## config.mk

```make
export PLATFORM = sky130hd
export DESIGN_NAME = glm_rss_cmd_q
export DESIGN_NICKNAME = d
export VERILOG_FILES = /design/src/rtl/glm_rss_pkg.sv /design/src/rtl/glm_rss_cmd_q.sv
export SDC_FILE = /design/constraint.sdc
export NUM_CORES = 1
export LEC_CHECK = 0
export ABC_AREA = 1
export ABC_CLOCK_PERIOD_IN_PS = 10000
export BUFFER_PORTS_ARGS = -buffer_cell sky130_fd_sc_hd__buf_4
export CAP_MARGIN = 20
export CORE_MARGIN = 3
export CORE_UTILIZATION = 56
export DETAILED_ROUTE_END_ITERATION = 7
export PLACE_DENSITY = 0.9
export SLEW_MARGIN = 40
export SYNTH_ARGS = -nofsm -noshare
export SYNTH_HDL_FRONTEND = slang
export SYNTH_SLANG_ARGS = --single-unit
```

## constraint.sdc

```tcl
create_clock -name clk -period 10 [get_ports clk]
set_input_delay 2 -clock clk [delete_from_list [all_inputs] [get_ports clk]]
set_output_delay 2 -clock clk [all_outputs]
set_load 0.01 [all_outputs]
```

## src/rtl/glm_rss_pkg.sv

```systemverilog
// ----------------------------------------------------------------------------
// glm_rss_pkg
// Shared sizes, opcodes, command and state types for the residual SS block.
// ----------------------------------------------------------------------------
package glm_rss_pkg;

  localparam int MAX_TERMS    = 16;
  localparam int MAX_SAMPLES  = 256;
  localparam int TERM_W       = $clog2(MAX_TERMS);
  localparam int ROW_W        = $clog2(MAX_SAMPLES);
  localparam int DESIGN_DEPTH = MAX_SAMPLES * MAX_TERMS;
  localparam int TERMS_W      = 5;
  localparam int VAL_W        = 32;
  localparam int ACC_W        = 64;

  localparam logic [1:0] OP_DESIGN = 2'd0;
  localparam logic [1:0] OP_COEF   = 2'd1;
  localparam logic [1:0] OP_SAMPLE = 2'd2;

  typedef enum logic [1:0] {
    CMD_DESIGN,
    CMD_COEF,
    CMD_SAMPLE
  } cmd_kind_t;

  typedef struct packed {
    cmd_kind_t          kind;
    logic [ROW_W-1:0]   row;
    logic [TERM_W-1:0]  col;
    logic [VAL_W-1:0]   value;
    logic               last;
  } cmd_t;

  // handshake between command queue and back end
  typedef struct packed {
    logic valid;
    cmd_t cmd;
  } cmd_head_t;

  typedef enum logic [3:0] {
    S_IDLE,
    S_MAC,
    S_DRAIN,
    S_RESID,
    S_MAG,
    S_MUL1,
    S_MUL2,
    S_MUL3,
    S_ACC,
    S_OUT
  } back_state_t;

endpackage

```

## src/rtl/glm_rss_cmd_q.sv

```systemverilog
// ----------------------------------------------------------------------------
// glm_rss_cmd_q
// Two-entry command queue between front and back end.
// ----------------------------------------------------------------------------
module glm_rss_cmd_q import glm_rss_pkg::*; (
  input  logic      clk,
  input  logic      rst,
  input  logic      cmd_push,
  input  cmd_t      cmd_in,
  output logic      q_full,
  input  logic      cmd_pop,
  output cmd_head_t head
);

  cmd_t       slots [2];
  logic       wr_ptr;
  logic       rd_ptr;
  logic [1:0] count;
  logic       do_push;
  logic       do_pop;

  assign q_full     = (count == 2'd2);
  assign head.valid = (count != 2'd0);
  assign head.cmd   = slots[rd_ptr];
  assign do_push    = cmd_push && !q_full;
  assign do_pop     = cmd_pop && head.valid;

  always_ff @(posedge clk) begin
    if (rst) begin
      wr_ptr <= 1'b0;
      rd_ptr <= 1'b0;
      count  <= 2'd0;
    end else begin
      if (do_push) begin
        wr_ptr <= !wr_ptr;
      end
      if (do_pop) begin
        rd_ptr <= !rd_ptr;
      end
      count <= count + {1'b0, do_push} - {1'b0, do_pop};
    end
  end

  always_ff @(posedge clk) begin
    if (do_push) begin
      slots[wr_ptr] <= cmd_in;
    end
  end

endmodule

```

==> results of run 1 <==
## layer usage
layer,global-route usage [%],share of wire [%],vias to the layer above
li1,-,-,909
met1,20.2,39,918
met2,31.0,53,71
met3,4.52,5.8,8
met4,6.69,1.5,0
met5,0,0,-
## Yosys cell counts
library cell               instances
sky130_fd_sc_hd__edfxtp_1         94
sky130_fd_sc_hd__mux2_4           30
sky130_fd_sc_hd__mux2_2           17
sky130_fd_sc_hd__inv_1             9
sky130_fd_sc_hd__nor2_1            9
sky130_fd_sc_hd__nand2_1           8
sky130_fd_sc_hd__dfxtp_1           5
sky130_fd_sc_hd__buf_6             4
sky130_fd_sc_hd__nand3_1           3
sky130_fd_sc_hd__a21oi_1           2
sky130_fd_sc_hd__ha_1              2
sky130_fd_sc_hd__buf_2             1
## flip-flops by register name, summed over array words and instances, names as in the netlist, named ones only
name,cells
count,2
slots,94
wr_ptr,1
rd_ptr,1
## critical path, stage by stage, from the launching register on
cell	delay, ns
sky130_fd_sc_hd__dfxtp_2	0.77
sky130_fd_sc_hd__buf_4	0.49
sky130_fd_sc_hd__mux2_2	0.39
sky130_fd_sc_hd__buf_4	0.14
## kinds of logic after synthesis
group,count (synthesis),synth area share (%)
AND/OR/NAND/NOR,20,2.09
adder cells (fa/ha/maj),2,0.665
AO/OA/AOI/OAI,2,0.266
buffers and inverters,14,2.23
multiplexers,47,17.1
flip-flops,99,77.7
## worst max path at each step
stage | start | to
CTS | register | head[11]
global placement | register | head[15]
global route | register | head[1]
finish | register | head[13]
detailed placement | register | head[11]
floorplan | cmd_push | slots[0][0]
## cell type report
type | instances | area share, %
Tap cell | 77 | 2.00
Inverter | 9 | 0.755
Clock buffer | 12 | 3.23
Sequential cell | 99 | 60.8
Timing Repair Buffer | 101 | 15.8
Multi-Input combinational cell | 71 | 15.9
Clock inverter | 4 | 1.51
## report_power, final
group	internal (mW)	switching [mW]	leakage [nW]	total, mW
Sequential	0.525	0.0309	0.919	0.556
Clock	0.154	0.127	0.113	0.281
Combinational	0.176	0.144	0.874	0.320
==> out/summary.md, run 1 <==
The flow ran to the end, and the final reports show no timing, DRC or antenna violations. Post-placement worst setup slack: 6.18 ns. At the pin with the least slew margin, the transition time is 0.663 ns. The share of the synthesized area in the top cell type came out at 75.0%. The post-route netlist has 56.1% of its cells at a drive strength greater than 1. In this run, placement finished with an instance count of 357. The later pin in the worst-skew pair is clocked with a latency of 0.35 ns. Setup repair after global routing left no endpoint under its margin. Via count of the first global-routing pass: 1,994. STA classifies the critical path endpoint as a primary output. Ranked by total cell area, the synthesized netlist is headed by sky130_fd_sc_hd__edfxtp_1 (75%), sky130_fd_sc_hd__mux2_4 (12%), sky130_fd_sc_hd__mux2_2 (5.1%).

Summing the sequential cell areas from Yosys gives 77.7% of the chip area. The synthesized area per cell works out to 20.4 um2. The tools report the final routed wirelength across all metal layers as 6.48 mm. For the final standard cell count with taps included and fillers excluded, the log shows 373. The sequential cells in the finished layout cover a total of 2920 um2.

In this run the vertical extent of the chip is 88.0 um. The number of antenna violations at the first check in global routing is 0. Of all cell types, the one taking the most synthesized area is sky130_fd_sc_hd__edfxtp_1.

The detail-routed net length per standard cell was 17.4 um. The quantity of I/O buffers inserted on ports was 99; the number of nets with antenna violations after routing was 0. The post-CTS repair timing setup buffer count was 0.

The tools report the launch instance of the worst min-delay path as rd_ptr. In this run the critical register-to-register path is launched from count[0]. Detailed-placement wirelength estimate: 4.46 mm. STA classifies the critical path startpoint as a register. For flop-to-flop paths, the worst setup slack is 7.95 ns. The die area was 7740 um2; the number of top-level pins was 100. For the filler cell count in the final layout, the log shows 381. After routing, the total negative slack on setup checks comes to 0 ns. The worst endpoint data arrival time came out at 2.17 ns.

The horizontal die dimension was 88.0 um; the worst hold margin was 0.532 ns. The signed area change from the synthesized netlist to the final layout is 27.7%. The worst path needs 4.17 ns of the cycle, external delays included.

After clock tree synthesis, the clock-pin slew on the worst setup and hold paths is 0.09 ns. The maximum fanout along the worst path was 26. Summing all non-filler instances in the final layout gives an area of 4810 um2.

The tools report the setup slack of the critical path after layout as 5.83 ns. Measured against its own limit, the worst slew margin works out to 55.8%. Type of the worst setup path: register to primary output.

Dividing total power by cell area gives a power density of 241 nW/um2. Entering global routing, the biggest net connects 48 pins. The tools report the number of buffers between clock root and the deepest sink as 2. The total of endpoints with negative setup slack in the final report came out at 0.

The number of cells upsized or downsized after cts was 0. In this run the static leakage power is 1.91 nW. The clock tree synthesis step divided the H-tree into 3 levels.

The number of nets in the finished design was 344; the detailed-route DRC error count was 0. The synthesized netlist occupies a cell area of 3760 um2. During synthesis, Yosys emitted a total of 0 warnings.

For the total global routing track utilization, the log shows 17.4%. Derived from the worst setup path, the maximum achievable clock frequency is 0.240 GHz. Max-cap violations in this run came to 0. The worst setup skew after layout was 0.0106 ns.

The tools report the number of buffers inserted for hold repair after clock tree synthesis as 0. The pre-antenna-repair detailed-routing pass consisted of 5 iterations. The total via count in the routed design is 1,906.

0 antenna diodes ended up in the layout. The logs give 178 uV for the largest voltage drop on the vdd net and 9.78 mm for the wire length of the first global-routing pass. In the layout the commonest cells are sky130_fd_sc_hd__buf_4 (101), sky130_fd_sc_hd__edfxtp_1 (94), sky130_fd_sc_hd__mux2_4 (30). For this run the aggregate overflow at the end of global routing stands at 0. For the worst setup path, the data required time is 8.00 ns.

Dividing the final minimum period by the clock period gives 41.7%. Using the TritonRoute via totals, the vias-per-cell ratio works out to 5.11. For the total power, the log shows 1.16 mW.

Starting utilization of the core area: 58.6%. The logs give 0 for the total count of max-transition violations in the final report and 99 for the number of clock sinks. The synthesized design contains 99 register bits. The final hold violation count is 0. Yosys mapped the design onto 12 distinct sky130hd cell types. The placed instances occupy a cell area of 4580 um2.

The class of the tightest hold or removal check was register to register. The floorplan has 29 rows. The run gives 104 as the number of design-rule violations left by the first detailed-router iteration. The TritonCTS buffer count was 9. The worst hold path passes through 2 cells.

Length in cells of the worst reg-to-reg path: 5. The destination of the worst register-to-register timing path was slots[0][28]. The number of standard cells after synthesis is 184, and the core region area is 6420 um2. TritonCTS built the clock tree. For the synthesized netlist net count, the log shows 237. The root buffer cell is sky130_fd_sc_hd__clkbuf_8. Routability-driven placement finished with a final weighted congestion of 0.693. At the end of the flow the core is filled with cells to 74.8%. The tools report the total area of multi-input combinational cells as 763 um2.

The most common cell after layout, fill and taps aside is sky130_fd_sc_hd__buf_4.
Note: power is estimated with default switching activity, not from simulation.
==> inputs of run 2 (changes only) <==
ABC_AREA = 0   (was 1)
ABC_CLOCK_PERIOD_IN_PS = 3450   (was 10000)
CORE_UTILIZATION = 46   (was 56)
PLACE_DENSITY = 0.8   (was 0.9)
clock period = 3.45 ns   (was 10 ns; I/O delays follow)
==> run 2 against run 1 <==
Sequential share of layout area up 1.4 points; first-iteration DRC count down 41%; non-clock buffer count up 1; critical endpoint is now head[28].
==> out/summary.md, run 2 <==
The total count of max-transition violations in the final report was 0. The first global-routing pass estimated 9.49 mm of wire. The run gives 48 as the maximum number of pins on one net before global-route repair.

The flip-flop count of the largest register, all copies and words added was 94. The height of the chip is 94.8 um, and the share of the core filled with cells is 63.1%. Hold timing on the final database bottoms out at a slack of 0.499 ns.

TritonCTS buffer count: 9. The number of nets in the finished design is 333, and the transition at the pin with the smallest max-transition slack is 0.624 ns. For the sequential area share after synthesis, the log shows 80.5%. For the final RePlAce weighted congestion, the log shows 0.714. Counting both buffers and inverters, the worst setup path holds a total of 2.

The critical path goes through buf_12 -> mux2_1 -> buf_4. Dividing the detail-routed wire length by the instance count gives 16.2 um. The tools report the critical path endpoint category as a primary output. The detailed-route DRC error count was 0; the quantity of I/O buffers inserted on ports was 99. After synthesis, the cell types taking the most area are sky130_fd_sc_hd__edfxtp_1 (78%), sky130_fd_sc_hd__mux2_1 (15%), sky130_fd_sc_hd__dfxtp_1 (2.8%). The post-synthesis instance area was 3630 um2; the final total negative setup slack was 0 ns. The horizontal die dimension came out at 94.8 um. Gates resized during post-CTS repair numbered 0. After clock tree synthesis, the clock-pin slew on the worst setup and hold paths is 0.08 ns.

The final routed wirelength across all metal layers was 6.24 mm. Setup repair after global routing left no endpoint under its margin. The signed area change from the synthesized netlist to the final layout is 29.3%. Counting flops and latches in the post-synthesis netlist gives 99. The worst setup skew after layout came out at 0.00777 ns. In the layout the commonest cells are sky130_fd_sc_hd__buf_4 (101), sky130_fd_sc_hd__edfxtp_1 (94), sky130_fd_sc_hd__mux2_1 (47). Of the available clock period, the critical path in the final layout requires 63.2%.

The tools report the root buffer cell as sky130_fd_sc_hd__clkbuf_8. The flow ran to the end, and the final reports show no timing, DRC or antenna violations. The static leakage came out at 1.78 nW.

The total global routing track utilization is 14.3%, and the number of top-level pins is 100. The power per cell area works out to 659 nW/um2. Detailed placement finished with a half-perimeter wire length of 4.17 mm. The first TritonRoute pass finished after 3 iterations. The worst setup path is launched from a register.

The run gives 99 as the number of clock sinks. 0 antenna diodes ended up in the layout. The starting utilization of the core area came out at 48.8%.

The largest registers in the layout are slots x94, count x2. No sink is reached through more buffers than the 2 on the longest clock path. Leaving out fill and tap cells, the most frequent cell in the layout is sky130_fd_sc_hd__buf_4. The H-tree was split into 3 levels. Met3 layer usage reported by global route: 4.30%. The tools report the filler cell count in the final layout as 554. The register with the most flip-flops in the final layout is slots.

The post-placement worst setup slack came out at 1.04 ns. Of all cell types, the one taking the most synthesized area is sky130_fd_sc_hd__edfxtp_1. The number of antenna violations at the first check in global routing is 0, and the final hold violation count is 0. Data arrives at the worst endpoint at 1.49 ns. Static timing analysis puts the maximum clock frequency at 0.459 GHz. The library cell contributing the largest single delay on the critical path was sky130_fd_sc_hd__mux2_1.

TritonCTS built the clock tree. After synthesis, the mean cell area works out to 21.1 um2. The worst hold path belongs to the class register to register. The share of the synthesized area in the top cell type came out at 77.7%.

Of all nets on the critical path, the largest fanout is 47. The tools report the die area as 9000 um2. In the routed layout, each cell is associated on average with a via count of 4.77. VDD sags by at most 377 uV.

Across the run, the number of max-cap violations was 0. The post-route netlist has 43.5% of its cells at a drive strength greater than 1. Counting flops with a built-in enable in the synthesized netlist gives 94. Across all layers, the routed design uses 1,830 vias.

The kind of cell with the highest combined delay along the critical path is buffers and inverters. For the relative max-transition margin, the log shows 58.4%. In this run the most critical hold path is launched from wr_ptr. Via count of the first global-routing pass: 1,993. The count of nets left with antenna violations once routing finished came out at 0. On the worst path, the slowest cell contributes a delay of 0.38 ns.

For the number of design-rule violations left by the first detailed-router iteration, the log shows 61. The floorplan row count came out at 31. Global routing met2 resource utilization: 24.3%. When the netlist entered floorplanning its net count stood at 225.

The setup slack of the critical path after layout came out at 1.27 ns. Counting instances in the post-synthesis netlist gives the leading cell types as sky130_fd_sc_hd__edfxtp_1 (94), sky130_fd_sc_hd__mux2_1 (47), sky130_fd_sc_hd__dfxtp_1 (5). STA puts the critical path data required time at 2.76 ns. The warning count from the yosys run was 0. The later-pin clock latency in the skew report came out at 0.34 ns. Number of standard cells after synthesis: 172. The tools report the count of different cell masters after synthesis as 20. Routing layer with the top usage in global route: met2. Setup violations remaining at the end of the flow were counted as 0.

The worst setup path is of the register to primary output kind. For this run, global-route usage on met1 was measured as 16.7%. The startpoint identified for the worst register-to-register timing path is count[0]. Total congestion overflow: 0.

The post-route minimum period was 2.18 ns. The share of synthesized registers carrying an async set or reset is 0%. sky130_fd_sc_hd__edfxtp_1 is the most common cell in the netlist. For this run, the leading register cell type out of synthesis is sky130_fd_sc_hd__edfxtp_1.

The number of buffers inserted for hold repair after clock tree synthesis was 0; the core region area was 7450 um2. The tools report the post-CTS repair timing setup buffer count as 0.
==> run 2: cell count changes in the layout (fill, tap and decap cells not counted), moves of 3 or more <==
| cell | delta |
|---|---|
| sky130_fd_sc_hd__inv_1 | -6 |
| sky130_fd_sc_hd__mux2_1 | +47 |
| sky130_fd_sc_hd__nor2_1 | -5 |
| sky130_fd_sc_hd__nand3_1 | -3 |
| sky130_fd_sc_hd__nand2_1 | -7 |
| sky130_fd_sc_hd__mux2_2 | -17 |
| sky130_fd_sc_hd__mux2_4 | -30 |
==> run 2: power breakdown <==
group	total, mW	switching (mW)	internal [mW]
sequential	1.53	0.0403	1.49
combinational	0.825	0.406	0.419
clock	0.736	0.362	0.374
==> run 2: cell families (layout without fill, tap and decap cells) <==
| kind of cell | Yosys count | count (layout) | share of synthesized area (%) |
|---|---|---|---|
| mux | 47 | 47 | 14.6 |
| simple gates | 9 | 9 | 1.38 |
| flops | 99 | 99 | 80.5 |
| compound gates | 3 | 3 | 0.517 |
| fa+ha+maj | 2 | 2 | 0.689 |
| buf+inv | 9 | 122 | 1.62 |
| xor+xnor | 3 | 3 | 0.724 |
==> run 2: metal layers <==
| metal | share of wire [%] | wire length [um] |
|---|---|---|
| met2 | 50 | 3140 |
| met5 | 0 | 0 |
| met3 | 7.7 | 477 |
| met4 | 1.7 | 104 |
| met1 | 40 | 2510 |
==> run 2: stage by stage <==
| stage | total power, mW | cells | cell area [um2] |
|---|---|---|---|
| final | 3.09 | 384 | 4700 |
| after global routing | 3.25 | 384 | 4700 |
| after CTS | 3.14 | 384 | 4700 |
| after detailed placement | 2.40 | 368 | 4490 |
| after global placement | 2.38 | 368 | 4490 |
| after floorplan | 2.00 | 172 | 3630 |
==> run 2: final timing paths <==
| kind | to | slack, ns | cells past startpoint |
|---|---|---|---|
| max | head[28] | 1.27 | 3 |
| max reg2reg | slots[0][36] | 1.35 | 5 |
| min | wr_ptr | 0.50 | 2 |
| min reg2reg | wr_ptr | 0.50 | 2 |
==> run 2: area by class of cell <==
| cell class | instances | area [um2] | area share, % |
|---|---|---|---|
| inverter | 4 | 15.0 | 0.320 |
| tap | 99 | 124 | 2.64 |
| sequential | 99 | 2920 | 62.3 |
| clock buffer | 12 | 155 | 3.30 |
| multi-input combinational | 64 | 649 | 13.8 |
| timing repair buffer | 102 | 778 | 16.6 |
| clock inverter | 4 | 50.0 | 1.07 |
==> run 2: worst register-to-register path, cell delays in order, from the launching register on <==
cell,delay [ns]
sky130_fd_sc_hd__dfxtp_1,0.38
sky130_fd_sc_hd__nand2b_2,0.16
sky130_fd_sc_hd__inv_2,0.05
sky130_fd_sc_hd__or3_1,0.34
sky130_fd_sc_hd__inv_2,0.36
sky130_fd_sc_hd__buf_4,0.46
